--- config.mk ---
export PLATFORM = sky130hd
export DESIGN_NAME = timecode_cue_trigger_table_flat
export DESIGN_NICKNAME = d
export VERILOG_FILES = /design/src/tcct_pkg.sv /design/src/tcct_if.sv /design/src/tcct_ram.sv /design/src/tcct_front.sv /design/src/tcct_back.sv /design/src/timecode_cue_trigger_table.sv /design/src/flat_wrapper.sv
export SDC_FILE = /design/constraint.sdc
export NUM_CORES = 1
export LEC_CHECK = 0
export BUFFER_PORTS_ARGS = -buffer_cell sky130_fd_sc_hd__buf_2
export CAP_MARGIN = 20
export CORE_ASPECT_RATIO = 0.8
export CORE_MARGIN = 2
export CORE_UTILIZATION = 40
export CTS_CLUSTER_DIAMETER = 60
export DETAILED_ROUTE_END_ITERATION = 10
export PLACE_DENSITY = 0.63
export RECOVER_POWER = 100
export SLEW_MARGIN = 20
export SYNTH_ARGS = -nofsm -noshare
export SYNTH_HDL_FRONTEND = slang
export SYNTH_SLANG_ARGS = --single-unit
--- constraint.sdc ---
create_clock -name i_clk -period 10.3 [get_ports i_clk]
set_clock_uncertainty 0.2 [all_clocks]
set_input_delay 1.545 -clock i_clk [delete_from_list [all_inputs] [get_ports i_clk]]
set_output_delay 1.545 -clock i_clk [all_outputs]
set_load 0.02 [all_outputs]
--- src/tcct_pkg.sv ---
package tcct_pkg;

    localparam int SLOTS_DEF = 16;
    localparam int SLOT_W    = 4;
    localparam int HOURS_W   = 5;
    localparam int MIN_W     = 6;
    localparam int SEC_W     = 6;
    localparam int FRAMES_W  = 5;
    localparam int TIME_W    = HOURS_W + MIN_W + SEC_W + FRAMES_W;
    localparam int CUE_W     = 20;
    localparam int OP_W      = 2;

    typedef enum logic [OP_W-1:0] {
        OP_TICK      = 2'd0,
        OP_WRITE     = 2'd1,
        OP_ENABLE    = 2'd2,
        OP_ARM_RESET = 2'd3
    } t_op;

    typedef struct packed {
        t_op                op;
        logic               slot_ok;
        logic [SLOT_W-1:0]  slot;
        logic [TIME_W-1:0]  tc;
        logic [CUE_W-1:0]   cue;
        logic               enabled;
    } t_cmd;

endpackage

--- src/tcct_if.sv ---
interface tcct_in_if;
    logic                         valid;
    logic                         ready;
    logic [tcct_pkg::OP_W-1:0]     opcode;
    logic [tcct_pkg::SLOT_W-1:0]   slot;
    logic [tcct_pkg::HOURS_W-1:0]  hours;
    logic [tcct_pkg::MIN_W-1:0]    minutes;
    logic [tcct_pkg::SEC_W-1:0]    seconds;
    logic [tcct_pkg::FRAMES_W-1:0] frames;
    logic [tcct_pkg::CUE_W-1:0]    cue_number;
    logic                         enabled;

    modport source (
        output valid, opcode, slot, hours, minutes, seconds, frames, cue_number, enabled,
        input  ready
    );
    modport sink (
        input  valid, opcode, slot, hours, minutes, seconds, frames, cue_number, enabled,
        output ready
    );
endinterface

interface tcct_out_if;
    logic                       valid;
    logic                       ready;
    logic [tcct_pkg::SLOT_W-1:0] fired_slot;
    logic [tcct_pkg::CUE_W-1:0]  fired_cue;
    logic                       last;

    modport source (
        output valid, fired_slot, fired_cue, last,
        input  ready
    );
    modport sink (
        input  valid, fired_slot, fired_cue, last,
        output ready
    );
endinterface

--- src/tcct_ram.sv ---
module tcct_ram #(
    parameter int WIDTH = 8,
    parameter int DEPTH = 16,
    localparam int AW   = (DEPTH > 1) ? $clog2(DEPTH) : 1
) (
    input  logic             i_clk,
    input  logic             i_we,
    input  logic [AW-1:0]    i_waddr,
    input  logic [WIDTH-1:0] i_wdata,
    input  logic             i_re,
    input  logic [AW-1:0]    i_raddr,
    output logic [WIDTH-1:0] o_rdata
);
    logic [WIDTH-1:0] r_mem [DEPTH];
    logic [WIDTH-1:0] r_rdata;

    always_ff @(posedge i_clk) begin
        if (i_we) begin
            r_mem[i_waddr] <= i_wdata;
        end
        if (i_re) begin
            r_rdata <= r_mem[i_raddr];
        end
    end

    assign o_rdata = r_rdata;
endmodule

--- src/tcct_front.sv ---
module tcct_front #(
    parameter int SLOTS = 16
) (
    input  logic                        i_clk,
    input  logic                        i_rst_n,
    input  logic                        i_valid,
    output logic                        o_ready,
    input  logic [tcct_pkg::OP_W-1:0]     i_opcode,
    input  logic [tcct_pkg::SLOT_W-1:0]   i_slot,
    input  logic [tcct_pkg::HOURS_W-1:0]  i_hours,
    input  logic [tcct_pkg::MIN_W-1:0]    i_minutes,
    input  logic [tcct_pkg::SEC_W-1:0]    i_seconds,
    input  logic [tcct_pkg::FRAMES_W-1:0] i_frames,
    input  logic [tcct_pkg::CUE_W-1:0]    i_cue_number,
    input  logic                        i_enabled,
    output logic                        o_cmd_valid,
    input  logic                        i_cmd_ready,
    output tcct_pkg::t_cmd               o_cmd
);
    import tcct_pkg::*;

    localparam int QD  = 2;
    localparam int QPW = $clog2(QD);
    localparam int QCW = $clog2(QD + 1);

    t_cmd             r_q [QD];
    logic [QPW-1:0]   r_wp;
    logic [QPW-1:0]   r_rp;
    logic [QCW-1:0]   r_cnt;
    t_cmd             w_cmd;
    logic             w_push;
    logic             w_pop;

    always_comb begin
        w_cmd.op      = t_op'(i_opcode);
        w_cmd.slot_ok = ({{(32-SLOT_W){1'b0}}, i_slot} < 32'(SLOTS));
        w_cmd.slot    = i_slot;
        w_cmd.tc      = {i_hours, i_minutes, i_seconds, i_frames};
        w_cmd.cue     = i_cue_number;
        w_cmd.enabled = i_enabled;
    end

    assign o_ready     = (r_cnt != QCW'(QD));
    assign w_push      = i_valid && o_ready;
    assign o_cmd_valid = (r_cnt != '0);
    assign w_pop       = o_cmd_valid && i_cmd_ready;
    assign o_cmd       = r_q[r_rp];

    always_ff @(posedge i_clk) begin
        if (w_push) begin
            r_q[r_wp] <= w_cmd;
        end
        if (!i_rst_n) begin
            r_wp  <= '0;
            r_rp  <= '0;
            r_cnt <= '0;
        end else begin
            if (w_push) begin
                r_wp <= r_wp + 1'b1;
            end
            if (w_pop) begin
                r_rp <= r_rp + 1'b1;
            end
            r_cnt <= r_cnt + QCW'(w_push) - QCW'(w_pop);
        end
    end
endmodule

--- src/tcct_back.sv ---
module tcct_back #(
    parameter int SLOTS = 16
) (
    input  logic                      i_clk,
    input  logic                      i_rst_n,
    input  logic                      i_cmd_valid,
    output logic                      o_cmd_ready,
    input  tcct_pkg::t_cmd             i_cmd,
    output logic                      o_valid,
    input  logic                      i_ready,
    output logic [tcct_pkg::SLOT_W-1:0] o_fired_slot,
    output logic [tcct_pkg::CUE_W-1:0]  o_fired_cue,
    output logic                      o_last
);
    import tcct_pkg::*;

    localparam int IW = (SLOTS > 1) ? $clog2(SLOTS) : 1;
    localparam int CW = $clog2(SLOTS + 1);
    localparam int DW = TIME_W + CUE_W;

    typedef enum logic {
        S_IDLE,
        S_SCAN
    } t_state;

    t_state              r_state;
    logic [SLOTS-1:0]    r_en;
    logic [SLOTS-1:0]    r_fired;
    logic [TIME_W-1:0]   r_prev_t;
    logic                r_prev_vld;
    logic [CW-1:0]       r_rd_idx;
    logic                r_ev_vld;
    logic [IW-1:0]       r_ev_idx;
    logic                r_pend_vld;
    logic [IW-1:0]       r_pend_slot;
    logic [CUE_W-1:0]    r_pend_cue;
    logic                r_out_vld;
    logic [SLOT_W-1:0]   r_out_slot;
    logic [CUE_W-1:0]    r_out_cue;
    logic                r_out_last;

    logic [DW-1:0]       w_rdata;
    logic [TIME_W-1:0]   w_tgt;
    logic [CUE_W-1:0]    w_cue;
    logic [IW-1:0]       w_cmd_idx;
    logic                w_idle_cmd;
    logic                w_we;
    logic                w_re;
    logic                w_act;
    logic                w_rearm;
    logic                w_fire;
    logic                w_out_free;
    logic                w_stall;
    logic                w_adv;
    logic                w_rd_more;
    logic                w_fin;

    assign w_tgt      = w_rdata[DW-1:CUE_W];
    assign w_cue      = w_rdata[CUE_W-1:0];
    assign w_cmd_idx  = IW'(i_cmd.slot);
    assign w_idle_cmd = (r_state == S_IDLE) && i_cmd_valid;
    assign w_we       = w_idle_cmd && (i_cmd.op == OP_WRITE) && i_cmd.slot_ok;

    assign w_act      = (r_state == S_SCAN) && r_ev_vld && r_en[r_ev_idx];
    assign w_rearm    = w_act && (i_cmd.tc < w_tgt);
    assign w_fire     = w_act && !w_rearm && !r_fired[r_ev_idx]
                        && (!r_prev_vld || (r_prev_t < w_tgt));
    assign w_out_free = !r_out_vld || i_ready;
    assign w_stall    = w_fire && r_pend_vld && !w_out_free;
    assign w_adv      = (r_state == S_SCAN) && !w_stall;
    assign w_rd_more  = (r_rd_idx < CW'(SLOTS));
    assign w_re       = w_adv && w_rd_more;
    assign w_fin      = (r_state == S_SCAN) && !r_ev_vld && !w_rd_more
                        && (!r_pend_vld || w_out_free);

    assign o_cmd_ready = (w_idle_cmd && (i_cmd.op != OP_TICK)) || w_fin;

    tcct_ram #(
        .WIDTH (DW),
        .DEPTH (SLOTS)
    ) u_store (
        .i_clk   (i_clk),
        .i_we    (w_we),
        .i_waddr (w_cmd_idx),
        .i_wdata ({i_cmd.tc, i_cmd.cue}),
        .i_re    (w_re),
        .i_raddr (r_rd_idx[IW-1:0]),
        .o_rdata (w_rdata)
    );

    always_ff @(posedge i_clk) begin
        if (!i_rst_n) begin
            r_state    <= S_IDLE;
            r_en       <= '0;
            r_fired    <= '0;
            r_prev_t   <= '0;
            r_prev_vld <= 1'b0;
            r_rd_idx   <= '0;
            r_ev_vld   <= 1'b0;
            r_pend_vld <= 1'b0;
            r_out_vld  <= 1'b0;
        end else begin
            if (i_ready) begin
                r_out_vld <= 1'b0;
            end
            unique case (r_state)
                S_IDLE: begin
                    if (i_cmd_valid) begin
                        unique case (i_cmd.op)
                            OP_WRITE: begin
                                if (i_cmd.slot_ok) begin
                                    r_en[w_cmd_idx]    <= i_cmd.enabled;
                                    r_fired[w_cmd_idx] <= 1'b0;
                                end
                            end
                            OP_ENABLE: begin
                                if (i_cmd.slot_ok) begin
                                    r_en[w_cmd_idx] <= i_cmd.enabled;
                                end
                            end
                            OP_ARM_RESET: begin
                                r_fired    <= '0;
                                r_prev_vld <= 1'b0;
                            end
                            OP_TICK: begin
                                r_state  <= S_SCAN;
                                r_rd_idx <= '0;
                                r_ev_vld <= 1'b0;
                            end
                        endcase
                    end
                end
                S_SCAN: begin
                    if (w_adv) begin
                        if (w_rd_more) begin
                            r_rd_idx <= r_rd_idx + 1'b1;
                        end
                        r_ev_vld <= w_rd_more;
                        r_ev_idx <= r_rd_idx[IW-1:0];
                        if (w_rearm) begin
                            r_fired[r_ev_idx] <= 1'b0;
                        end
                        if (w_fire) begin
                            r_fired[r_ev_idx] <= 1'b1;
                            if (r_pend_vld) begin
                                r_out_vld  <= 1'b1;
                                r_out_slot <= SLOT_W'(r_pend_slot);
                                r_out_cue  <= r_pend_cue;
                                r_out_last <= 1'b0;
                            end
                            r_pend_vld  <= 1'b1;
                            r_pend_slot <= r_ev_idx;
                            r_pend_cue  <= w_cue;
                        end
                    end
                    if (w_fin) begin
                        if (r_pend_vld) begin
                            r_out_vld  <= 1'b1;
                            r_out_slot <= SLOT_W'(r_pend_slot);
                            r_out_cue  <= r_pend_cue;
                            r_out_last <= 1'b1;
                        end
                        r_pend_vld <= 1'b0;
                        r_prev_t   <= i_cmd.tc;
                        r_prev_vld <= 1'b1;
                        r_state    <= S_IDLE;
                    end
                end
            endcase
        end
    end

    assign o_valid      = r_out_vld;
    assign o_fired_slot = r_out_slot;
    assign o_fired_cue  = r_out_cue;
    assign o_last       = r_out_last;
endmodule

--- src/timecode_cue_trigger_table.sv ---
// channel | dir | fields
// i_in    | in  | opcode, slot, hours, minutes, seconds, frames, cue_number, enabled
// o_out   | out | fired_slot, fired_cue, last
//
// Items enter a two-entry queue; write, enable and arming reset are taken straight from the idle state.
// A tick scans every slot: the slot store has one read port, one slot per cycle unless the scan stalls.
// A fired result is held back until the next fire or the end of the scan, so last can be set.
// Reset clears enables, fired flags, previous tick and queue; slot contents stay.
// Input stalls only when the queue is full; the scan stalls only on a full output.
module timecode_cue_trigger_table #(
    parameter int SLOTS = tcct_pkg::SLOTS_DEF
) (
    input  logic           i_clk,
    input  logic           i_rst_n,
    tcct_in_if.sink        i_in,
    tcct_out_if.source     o_out
);
    import tcct_pkg::*;

    logic w_cmd_valid;
    logic w_cmd_ready;
    t_cmd w_cmd;

    tcct_front #(
        .SLOTS (SLOTS)
    ) u_front (
        .i_clk        (i_clk),
        .i_rst_n      (i_rst_n),
        .i_valid      (i_in.valid),
        .o_ready      (i_in.ready),
        .i_opcode     (i_in.opcode),
        .i_slot       (i_in.slot),
        .i_hours      (i_in.hours),
        .i_minutes    (i_in.minutes),
        .i_seconds    (i_in.seconds),
        .i_frames     (i_in.frames),
        .i_cue_number (i_in.cue_number),
        .i_enabled    (i_in.enabled),
        .o_cmd_valid  (w_cmd_valid),
        .i_cmd_ready  (w_cmd_ready),
        .o_cmd        (w_cmd)
    );

    tcct_back #(
        .SLOTS (SLOTS)
    ) u_back (
        .i_clk        (i_clk),
        .i_rst_n      (i_rst_n),
        .i_cmd_valid  (w_cmd_valid),
        .o_cmd_ready  (w_cmd_ready),
        .i_cmd        (w_cmd),
        .o_valid      (o_out.valid),
        .i_ready      (o_out.ready),
        .o_fired_slot (o_out.fired_slot),
        .o_fired_cue  (o_out.fired_cue),
        .o_last       (o_out.last)
    );
endmodule
--- src/flat_wrapper.sv ---
// flat-port wrapper written by rule: the top's interface ports become plain ports
module timecode_cue_trigger_table_flat import tcct_pkg::*;
#(
    parameter int SLOTS = tcct_pkg::SLOTS_DEF
)
  (i_clk, i_rst_n, i_in_valid, i_in_opcode, i_in_slot, i_in_hours, i_in_minutes, i_in_seconds, i_in_frames, i_in_cue_number, i_in_enabled, i_in_ready, o_out_valid, o_out_fired_slot, o_out_fired_cue, o_out_last, o_out_ready);
  tcct_in_if i_in_i ();
  tcct_out_if o_out_i ();
  input  logic i_clk;
  input  logic i_rst_n;
  input wire logic [$bits(i_in_i.valid)-1:0] i_in_valid;
  input wire logic [$bits(i_in_i.opcode)-1:0] i_in_opcode;
  input wire logic [$bits(i_in_i.slot)-1:0] i_in_slot;
  input wire logic [$bits(i_in_i.hours)-1:0] i_in_hours;
  input wire logic [$bits(i_in_i.minutes)-1:0] i_in_minutes;
  input wire logic [$bits(i_in_i.seconds)-1:0] i_in_seconds;
  input wire logic [$bits(i_in_i.frames)-1:0] i_in_frames;
  input wire logic [$bits(i_in_i.cue_number)-1:0] i_in_cue_number;
  input wire logic [$bits(i_in_i.enabled)-1:0] i_in_enabled;
  output wire logic [$bits(i_in_i.ready)-1:0] i_in_ready;
  output wire logic [$bits(o_out_i.valid)-1:0] o_out_valid;
  output wire logic [$bits(o_out_i.fired_slot)-1:0] o_out_fired_slot;
  output wire logic [$bits(o_out_i.fired_cue)-1:0] o_out_fired_cue;
  output wire logic [$bits(o_out_i.last)-1:0] o_out_last;
  input wire logic [$bits(o_out_i.ready)-1:0] o_out_ready;
  assign i_in_i.valid = i_in_valid;
  assign i_in_i.opcode = i_in_opcode;
  assign i_in_i.slot = i_in_slot;
  assign i_in_i.hours = i_in_hours;
  assign i_in_i.minutes = i_in_minutes;
  assign i_in_i.seconds = i_in_seconds;
  assign i_in_i.frames = i_in_frames;
  assign i_in_i.cue_number = i_in_cue_number;
  assign i_in_i.enabled = i_in_enabled;
  assign i_in_ready = i_in_i.ready;
  assign o_out_valid = o_out_i.valid;
  assign o_out_fired_slot = o_out_i.fired_slot;
  assign o_out_fired_cue = o_out_i.fired_cue;
  assign o_out_last = o_out_i.last;
  assign o_out_i.ready = o_out_ready;
  timecode_cue_trigger_table #(.SLOTS(SLOTS)) u_core (.i_clk(i_clk), .i_rst_n(i_rst_n), .i_in(i_in_i), .o_out(o_out_i));
endmodule
==> impl.org, run 1 <==
** Worst hold path
- Hold path cells :: 0
- Worst min-delay path class :: reg2reg
- Worst hold start :: u_core.u_back.u_store.o_rdata[14]

** Setup path
- Arrival time at the worst endpoint :: 7.53 ns
- The worst setup path is captured at a flip-flop.
- Classification of the worst setup path :: reg2reg
- Element type at the critical path start :: flip-flop
- Largest fanout on the critical path :: 55
- Worst-case reg-to-reg path depth :: 11
- Critical-path top delay cell :: sky130_fd_sc_hd__dfxtp_1
- Max incr delay on CP :: 2.68 ns
- Family with the most delay on the worst path :: flip-flops
- Counting both buffers and inverters, the worst setup path holds a total of 1.
- The critical path runs through a total of 11 cells.
- STA puts the critical path data required time at 10.36 ns.
- Cell-by-cell listing of the critical path :: mux2_1 > ha_1 > nand4_1 > a311oi_1 > a2111oi_0 > o21ai_1 > a211oi_4 > or3_1 > o21a_1 > buf_4 > nor2_4

** Pwr
- Net switching fraction of the power :: 24.65%
- For this design the static power due to leakage is 12.69 nW.
- Sequential cell fraction of total power :: 50.4%
- Cell Int Power :: 7.057 mW
- Power spent charging and discharging nets :: 2.308 mW
- Peak VDD IR :: 0.1583 mV
- Proportion of power drawn by the clock network :: 37.1%
- Power density of the placed cells :: 226.7 nW/um2
- The completed layout was analyzed and its total power is 9.365 mW.
- The share of total power dissipated in combinational logic is 12.5%.

** Floorplanning
- After floorplanning, the core was sized to cover 89,760 um2.
- I/O pin cnt :: 80
- The die covers 93,320 um2.
- Die width :: 341.0 um
- Row count :: 98
- The die is 273.6 um tall.
- Initial core utilization :: 40.50%

** STA
- The number of failing hold endpoints at the final stage is 0.
- Setup TNS :: 0 ns
- At the pin with the least slew margin, the transition time is 4.065 ns.
- Counting I/O delays and the setup requirement, the final critical path takes 7.470 ns.
- Setup violations remaining at the end of the flow were counted as 0.
- Period utilization :: 72.52%
- Unrepaired setup endpoints after global routing :: false
- The worst pin sits at a relative slew slack of -171.0%.
- The final number of max-transition violations was 396.
- Worst-case setup margin in the final layout :: 2.830 ns
- Hold timing on the final database bottoms out at a slack of 0.2106 ns.
- Top achievable clock speed :: 133.9 MHz

** Finish
- Counting the fill cells in the layout gives 7,535.
- Fin nets :: 2,005
- The repair_antennas step left the layout with diodes totalling 0.
- Non-filler cells, final :: 3,184
- The area growth from synthesis to layout is 13.65%.
- The post-route netlist has 22.63% of its cells at a drive strength greater than 1.

** Synthesis
- The synthesized design contains 865 enable-type register cells.
- Netlist cell types :: 58
- Top flip-flop cell by instance count after synthesis :: sky130_fd_sc_hd__edfxtp_1
- Register area share after synthesis :: 75.25%
- After synthesis, the share of flip-flops with an asynchronous set or reset is 0%.
- Number of register bits inferred by synthesis :: 934
- After synthesis, the most frequently instantiated cells are sky130_fd_sc_hd__edfxtp_1 (865), sky130_fd_sc_hd__mux4_2 (215), sky130_fd_sc_hd__nand2_1 (94).
- Of all cell types, the one taking the most synthesized area is sky130_fd_sc_hd__edfxtp_1.
- In the synthesized netlist, the number of instances is 1,786.
- Most numerous cell in the Yosys netlist :: sky130_fd_sc_hd__edfxtp_1
- Mean post-synth cell area :: 20.35 um2
- Area share of the largest cell type after synthesis :: 71.45%
- Post-Syn Area :: 36,350 um2
- During synthesis, Yosys emitted a total of 0 warnings.
- Post-Synthesis Net Count :: 1,887
- After synthesis, the cell types taking the most area are sky130_fd_sc_hd__edfxtp_1 (71%), sky130_fd_sc_hd__mux4_2 (13%), sky130_fd_sc_hd__dfxtp_1 (3.8%).

** Drt
- Vias post-DR :: 17.90k
- Number of optimization iterations in the first detailed-route pass :: 5
- Mean routed wirelength per cell :: 26.22 um
- After the first detailed-routing iteration, the DRC count stood at 1,897.
- Via density per instance :: 5.622
- Total wirelength of the detailed-routed design :: 83,480 um
- DRC Markers :: 0
- Final antenna-violating net count :: 0

** Global route
- The first global-routing pass estimated 123,800 um of wire.
- Global routing consumed, over all layers together, 18.02% of the routing resources.
- Summed over all layers, the global routing overflow is 0.
- The via count of the first global-routing pass is 18.75k.
- Entering global routing, the biggest net connects 104 pins.
- Number of antenna violations at the first check in global routing :: 0

** Placement
- Pre-CTS worst setup slack :: 4.895 ns
- RePlAce Congestion :: 0.8190
- Hpwl dp :: 42,090 um
- Input and output buffers added on the ports amount to 79.
- Number of instances in the placed design :: 3,006

** Clock tree
- Count of hold buffers inserted by post-cts repair :: 0
- The clock drives 934 sinks.
- Number of levels in the clock H-tree :: 3
- Clock-pin slew was measured on the worst setup and hold paths at 0.06 ns.
- Total clock buffers created by CTS :: 96
- Cell at the root of the clock tree :: sky130_fd_sc_hd__clkbuf_16
- Buffers added to address setup during post-CTS repair amount to 0.
- TritonCTS built the clock tree.
- Post-cts gate resize count :: 0
- Maximum root-to-sink buffer count :: 3
- Clock latency on the worst-skew pair, taken at its later pin, is 0.64 ns.

** Status
- Result of the run :: finished with violations
- Violations in the final reports :: max-capacitance violations, max-slew violations

** Flow run
- Max-cap violation count :: 11
[power by group through the flow]
stage,registers (mW),clock network (mW),logic (mW)
after floorplan,4.70,0,0.878
after global placement,4.78,0,1.14
after detailed placement,4.79,0,1.20
after CTS,4.71,3.55,1.20
after global routing,4.74,3.69,1.29
final,4.72,3.48,1.17
[per-layer routing]
metal | part of all wire (%) | vias up | wire [um] | GRT usage (%)
met5 | 0 | - | 0 | 0
met4 | 2.5 | 0 | 2104 | 5.217
met3 | 6.2 | 144 | 5179 | 3.208
met2 | 48 | 631 | 40360 | 29.41
met1 | 43 | 9527 | 35830 | 24.94
li1 | - | 7598 | - | -
[sequential cells by signal (all words and copies together), names as in the netlist, 2 cells and up, named ones only]
register	count
u_core.u_back.u_store.r_mem	672
u_core.u_back.r_ev_idx	4
u_core.u_back.r_fired	16
u_core.u_back.r_prev_t	22
u_core.u_back.u_store.o_rdata	42
u_core.u_back.r_pend_slot	4
u_core.u_front.r_cnt	2
u_core.u_back.r_rd_idx	5
u_core.u_back.r_pend_cue	20
u_core.u_front.r_q	98
u_core.u_back.r_en	16
[placed cells by master, fill, tap and decap left out, drive strengths merged, types with 3 or more instances in the layout]
| cell | n |
|---|---|
| a211oi | 4 |
| a21oi | 39 |
| a32o | 17 |
| buf | 45 |
| bufinv | 10 |
| clkbuf | 184 |
| clkinv | 39 |
| clkinvlp | 4 |
| dfxtp | 69 |
| edfxtp | 865 |
| ha | 48 |
| inv | 37 |
| mux2 | 46 |
| mux2i | 30 |
| mux4 | 215 |
| nand2 | 94 |
| nand2b | 10 |
| nand3 | 23 |
| nand3b | 3 |
| nand4 | 15 |
| nand4b | 10 |
| nor2 | 87 |
| o21ai | 7 |
| o221a | 17 |
| o22ai | 6 |
| o31ai | 16 |
| o32ai | 4 |
[cells by family (layout without fill, tap and decap cells)]
group	count (synthesis)	count (layout)	share of synthesized area, %
flip-flops	934	934	75.25
multiplexers	291	291	15.58
AND/OR/NAND/NOR	259	259	3.249
AO/OA/AOI/OAI	129	129	2.774
buffers and inverters	121	319	1.394
adder cells (fa/ha/maj)	48	48	1.652
XOR/XNOR	4	4	0.09639
[cell type report]
class                           instances  area [um2]  share of cell area, %
Tap cell                             1200        1501                  3.634
Inverter                               32       120.1                 0.2907
Clock buffer                          120        2618                  6.336
Sequential cell                       934       27360                  66.22
Clock inverter                         58       564.3                  1.366
Multi-Input combinational cell        731        8613                  20.85
Timing Repair Buffer                  109       540.5                  1.308
[final timing paths]
kind                                  end  slack, ns
max                             flip-flop       2.83
min          u_core.u_back.r_pend_cue[14]       0.21
max reg2reg                     flip-flop       2.83
min reg2reg  u_core.u_back.r_pend_cue[14]       0.21
[through the flow]
step                instance area, um2  utilization, %
CTS                              41460           46.19
global route                     41310           46.03
finish                           41310           46.03
floorplan                        36350               -
global placement                 38270           42.64
detailed placement               38270           42.64
Note: power is estimated with default switching activity, not from simulation.
==> run 2, diff against run 1 <==
--- a/config.mk
+++ b/config.mk
@@ -5,6 +5,7 @@
 export SDC_FILE = /design/constraint.sdc
 export NUM_CORES = 1
 export LEC_CHECK = 0
+export ABC_AREA = 1
 export BUFFER_PORTS_ARGS = -buffer_cell sky130_fd_sc_hd__buf_2
 export CAP_MARGIN = 20
 export CORE_ASPECT_RATIO = 0.8
@@ -12,7 +13,7 @@
 export CORE_UTILIZATION = 40
 export CTS_CLUSTER_DIAMETER = 60
 export DETAILED_ROUTE_END_ITERATION = 10
-export PLACE_DENSITY = 0.63
+export PLACE_DENSITY = 0.65
 export RECOVER_POWER = 100
 export SLEW_MARGIN = 20
 export SYNTH_ARGS = -nofsm -noshare
==> constraint.sdc (replaced) <==
create_clock -name i_clk -period 6.25 [get_ports i_clk]
set_clock_uncertainty 0.2 [all_clocks]
set_input_delay 0.9375 -clock i_clk [delete_from_list [all_inputs] [get_ports i_clk]]
set_output_delay 0.9375 -clock i_clk [all_outputs]
set_load 0.02 [all_outputs]
==> run 2 against run 1 <==
  * The flow still finishes with violations (max-capacitance violations, max-slew violations)
  * Critical path depth down 4
  * Core utilization down 0.73 points
  * Cell area up 2.4%
  * Worst setup slack worse by 2.3 ns
  * Wire length up 14%
  * Worst hold slack better by 0.0057 ns
  * Largest power group unchanged
==> impl.org, run 2 <==
** Finish
- The area overhead of the layout relative to synthesis is 11.74% (was 13.65%).
- The number of flip-flops under the largest register name was 672 (unchanged).
- Register containing the most flip-flops in the final layout :: u_core.u_back.u_store.r_mem (unchanged)
- Fraction of final layout cells sized beyond drive strength 1 :: 6.962% (was 22.63%)
- The antenna diode count is 0 (unchanged).
- Fin nets :: 3,183 (was 2,005)
- The number of filler instances in the final layout is 8,368 (was 7,535).
- Final instance area :: 42,290 um2 (was 41,310 um2)
- Leading cell type in the layout, fill and taps excluded :: sky130_fd_sc_hd__edfxtp_1 (unchanged)
- Non-filler cells, final :: 4,384 (was 3,184)
- Commonest non-fill, non-tap cells in the layout :: sky130_fd_sc_hd__edfxtp_1 (865), sky130_fd_sc_hd__nand2_1 (536), sky130_fd_sc_hd__nor2_1 (474) (was sky130_fd_sc_hd__edfxtp_1 (865), sky130_fd_sc_hd__mux4_2 (215), sky130_fd_sc_hd__clkbuf_16 (100))

** Worst hold path
- Worst min-delay path class :: reg2reg (unchanged)
- Hold path cells :: 0 (unchanged)
- The critical hold path startpoint is u_core.u_back.u_store.o_rdata[19] (was u_core.u_back.u_store.o_rdata[14]).

** Global route
- The fraction of met2 tracks used by global routing came to 29.14% (was 29.41%).
- The first-pass GRT wire length was 140,900 um (was 123,800 um).
- The met3 demand-to-capacity share in global routing came to 3.551% (was 3.208%).
- The via count of the first global-routing pass came to 22.29k (was 18.75k).
- The maximum number of pins on one net before global-route repair was 152 (was 104).
- Busiest metal layer after global routing :: met2 (unchanged)
- Met1 track demand over resource :: 28.13% (was 24.94%)
- The total overflow reported by the global router came to 0 (unchanged).
- The number of antenna violations at the first check in global routing came to 0 (unchanged).
- The global routing usage summed across all routing layers was 19.27% (was 18.02%).

** Synthesis
- Number of register bits inferred by synthesis :: 934 (unchanged)
- The warning count from the yosys run is 0 (unchanged).
- The post-synth design cell area was 37,840 um2 (was 36,350 um2).
- The area fraction of the dominant cell type after synthesis was 68.64% (was 71.45%).
- Most area-hungry cell type in the Yosys netlist :: sky130_fd_sc_hd__edfxtp_1 (unchanged)
- Synthesized netlist cell count :: 3,031 (was 1,786)
- The most frequent cell after synthesis is sky130_fd_sc_hd__edfxtp_1 (unchanged).
- Post-Synthesis Net Count :: 3,132 (was 1,887)
- Netlist cell types :: 38 (was 58)
- Register area share after synthesis :: 72.29% (was 75.25%)
- The number of enable-type register cells in the synthesized netlist came to 865 (unchanged).
- The most used flip-flop cell after synthesis was sky130_fd_sc_hd__edfxtp_1 (unchanged).
- Mean post-synth cell area :: 12.49 um2 (was 20.35 um2)
- Largest cells by area after synthesis :: sky130_fd_sc_hd__edfxtp_1 (69%), sky130_fd_sc_hd__nand2_1 (5.3%), sky130_fd_sc_hd__nor2_1 (4.8%) (was sky130_fd_sc_hd__edfxtp_1 (71%), sky130_fd_sc_hd__mux4_2 (13%), sky130_fd_sc_hd__dfxtp_1 (3.8%))
- Post-synthesis async set-or-reset flop share :: 0% (unchanged)
- Most used standard cells in the synthesized netlist: sky130_fd_sc_hd__edfxtp_1 (865), sky130_fd_sc_hd__nand2_1 (535), sky130_fd_sc_hd__nor2_1 (488) (was sky130_fd_sc_hd__edfxtp_1 (865), sky130_fd_sc_hd__mux4_2 (215), sky130_fd_sc_hd__nand2_1 (94)).

** Setup path
- Crit. End Element :: flip-flop (unchanged)
- The reg-to-reg setup timing slack came to 0.55 ns (was 2.83 ns).
- The worst reg-to-reg path cell count came to 7 (was 11).
- Cell-by-cell listing of the critical path :: buf_4 > o21ai_0 > ha_1 > nand2_1 > clkbuf_1 > nor2_1 > clkbuf_2 (was mux2_1 > ha_1 > nand4_1 > a311oi_1 > a2111oi_0 > o21ai_1 > a211oi_4 > or3_1 > o21a_1 > buf_4 > nor2_4)
- The largest fanout on the critical path is 49 (was 55).
- Critical-path top delay cell :: sky130_fd_sc_hd__nor2_1 (was sky130_fd_sc_hd__dfxtp_1)
- Max incr delay on CP :: 2.04 ns (was 2.68 ns)
- Critical path required time :: 6.33 ns (was 10.36 ns)
- Classification of the worst setup path :: reg2reg (unchanged)
- The worst path arrival time was 5.78 ns (was 7.53 ns).
- The sort of element at the start of the critical path is a flip-flop (unchanged).

** Pwr
- Net switching fraction of the power :: 29.80% (was 24.65%)
- The power per cell area is 396.1 nW/um2 (was 226.7 nW/um2).
- The standby leakage power is 14.29 nW (was 12.69 nW).
- The proportion of power drawn by the clock network came to 32.7% (was 37.1%).
- Sequential cell fraction of total power :: 47.4% (was 50.4%)
- The cell-internal power is 11.76 mW (was 7.057 mW).
- Peak VDD IR :: 0.3028 mV (was 0.1583 mV)
- Power spent charging and discharging nets :: 4.992 mW (was 2.308 mW)
- Comb pwr share :: 19.8% (was 12.5%)

** Floorplanning
- Die Area :: 97,100 um2 (was 93,320 um2)
- The effective utilization at floorplan came to 40.54% (was 40.50%).
- Row count :: 100 (was 98)
- Die width :: 347.9 um (was 341.0 um)
- Die extent in y :: 279.1 um (was 273.6 um)
- The core area was 93,340 um2 (was 89,760 um2).
- I/O pin cnt :: 80 (unchanged)

** Status
- Result of the run: finished with violations (unchanged).
- Violations in the final reports :: max-capacitance violations, max-slew violations (unchanged)

** STA
- The final count of negative-setup-slack endpoints is 0 (unchanged).
- The tightest slew margin relative to the limit is -98.60% (was -171.0%).
- Min Clock Period, post-route :: 5.697 ns (was 7.470 ns)
- Max-slew violation count :: 903 (was 396)
- The transition at the pin with the smallest max-transition slack came to 2.979 ns (was 4.065 ns).
- Top achievable clock speed :: 175.5 MHz (was 133.9 MHz)
- Unrepaired setup endpoints after global routing: false (unchanged).
- The fraction of the cycle the final worst path needs came to 91.15% (was 72.52%).
- Setup TNS :: 0 ns (unchanged)
- Final hold violations :: 0 (unchanged)

** Clock tree
- Cell at the root of the clock tree :: sky130_fd_sc_hd__clkbuf_16 (unchanged)
- Count of hold buffers inserted by post-cts repair :: 0 (unchanged)
- TritonCTS clock tree :: yes (unchanged)
- Total clock buffers created by CTS :: 91 (was 96)
- Post-CTS setup buffers :: 0 (unchanged)
- The insertion delay of the later-clocked pin in the worst-skew pair was 0.66 ns (was 0.64 ns).
- The depth of the CTS H-tree is 3 (unchanged).
- The number of gates resized after cts is 0 (unchanged).
- Clock transition time at the flip-flop clock pins of the worst setup and hold paths :: 0.06 ns (about the same)
- The maximum buffer depth of the clock tree was 3 (unchanged).
- Clock sink total :: 934 (unchanged)

** Drt
- The number of detailed-route iterations in the first pass came to 5 (unchanged).
- The total via count after detailed routing came to 23.87k (was 17.90k).
- Total wirelength of the detailed-routed design :: 94,940 um (was 83,480 um)
- Via density per instance :: 5.444 (was 5.622)
- Mean routed wirelength per cell :: 21.66 um (was 26.22 um)
- The starting DRC count in detailed routing was 3,033 (was 1,897).
- DRC Markers :: 0 (unchanged)
- The count of nets left with antenna violations after detail routing was 0 (unchanged).

** Placement
- Area of placed instances :: 39,620 um2 (was 38,270 um2)
- Input/output buffers :: 79 (unchanged)
- The detailed placer's ending HPWL is 51,160 um (was 42,090 um).
- RePlAce Congestion :: 0.8253 (was 0.8190)
- Number of instances in the placed design :: 4,212 (was 3,006)

** Flow run
- Max-cap violation count :: 25 (was 11)
[run 2: cell count changes after synthesis, sizes merged, moves of 38 or more]
cell	before	now
o21ai	7	199
o32ai	4	100
inv	32	107
a21oi	39	94
mux4	215	0
nand2	94	538
mux2	46	0
o221ai	2	68
clkbuf	63	141
mux2i	30	68
nor2	87	492
nand3	23	166
[run 2: worst paths after layout]
path	endpoint
worst max-delay path	u_core.u_back.u_store.r_mem[7][33]
worst min-delay path	u_core.u_back.r_pend_cue[19]
worst max register to register	u_core.u_back.u_store.r_mem[7][33]
worst min register to register	u_core.u_back.r_pend_cue[19]
[run 2: area by class of cell]
| cell class | instances | area, um2 | area share, % |
|---|---|---|---|
| tap | 1224 | 1531 | 3.622 |
| clock inverter | 59 | 571.8 | 1.352 |
| multi-input combinational | 1812 | 9359 | 22.13 |
| clock buffer | 112 | 2420 | 5.723 |
| timing repair buffer | 132 | 623.1 | 1.474 |
| inverter | 111 | 424.2 | 1.003 |
| sequential | 934 | 27360 | 64.69 |
[run 2: logic make-up after synthesis]
family | share of synthesized area [%]
buffers and inverters | 3.035
AND/OR/NAND/NOR | 12.88
XOR/XNOR | 0.06945
flip-flops | 72.29
multiplexers | 1.799
adder cells (fa/ha/maj) | 1.587
AO/OA/AOI/OAI | 8.339
[run 2: critical path, delay by kind of cell (launching register included)]
family / cells / cell delay [ns]
buffers and inverters: 3 / 1.73
DFF: 1 / 0.32
and+or+nand+nor: 2 / 2.09
adders and majority gates: 1 / 0.25
AOI/OAI and AO/OA: 1 / 0.68
[run 2: power groups by stage]
| stage | Clock [mW] | Sequential (mW) | Combinational (mW) |
|---|---|---|---|
| 2_1_floorplan | 0 | 8.02 | 2.31 |
| 3_3_place_gp | 0 | 8.06 | 3.28 |
| 3_5_place_dp | 0 | 8.07 | 3.33 |
| 4_1_cts | 5.56 | 7.94 | 3.34 |
| 5_1_grt | 5.82 | 7.98 | 3.72 |
| 6_report | 5.48 | 7.95 | 3.32 |
[run 2: per-stage QoR]
step	total power, mW	hold slack [ns]	utilization, %	setup slack (ns)
floorplan	10.33	0.2003	-	1.775
CTS	16.83	0.2156	45.66	1.135
global placement	11.34	0.2047	42.45	1.229
global route	17.51	0.2256	45.30	0.4093
finish	16.75	0.2163	45.30	0.5528
detailed placement	11.39	0.2081	42.45	1.171
[run 2: per-layer routing]
layer  part of all wire [%]  wire (um)  up-vias
met3                    7.5       7112      168
li1                       -          -    11062
met5                      0          0        -
met1                     45      43120    11739
met4                    2.8       2689        0
met2                     44      42020      896
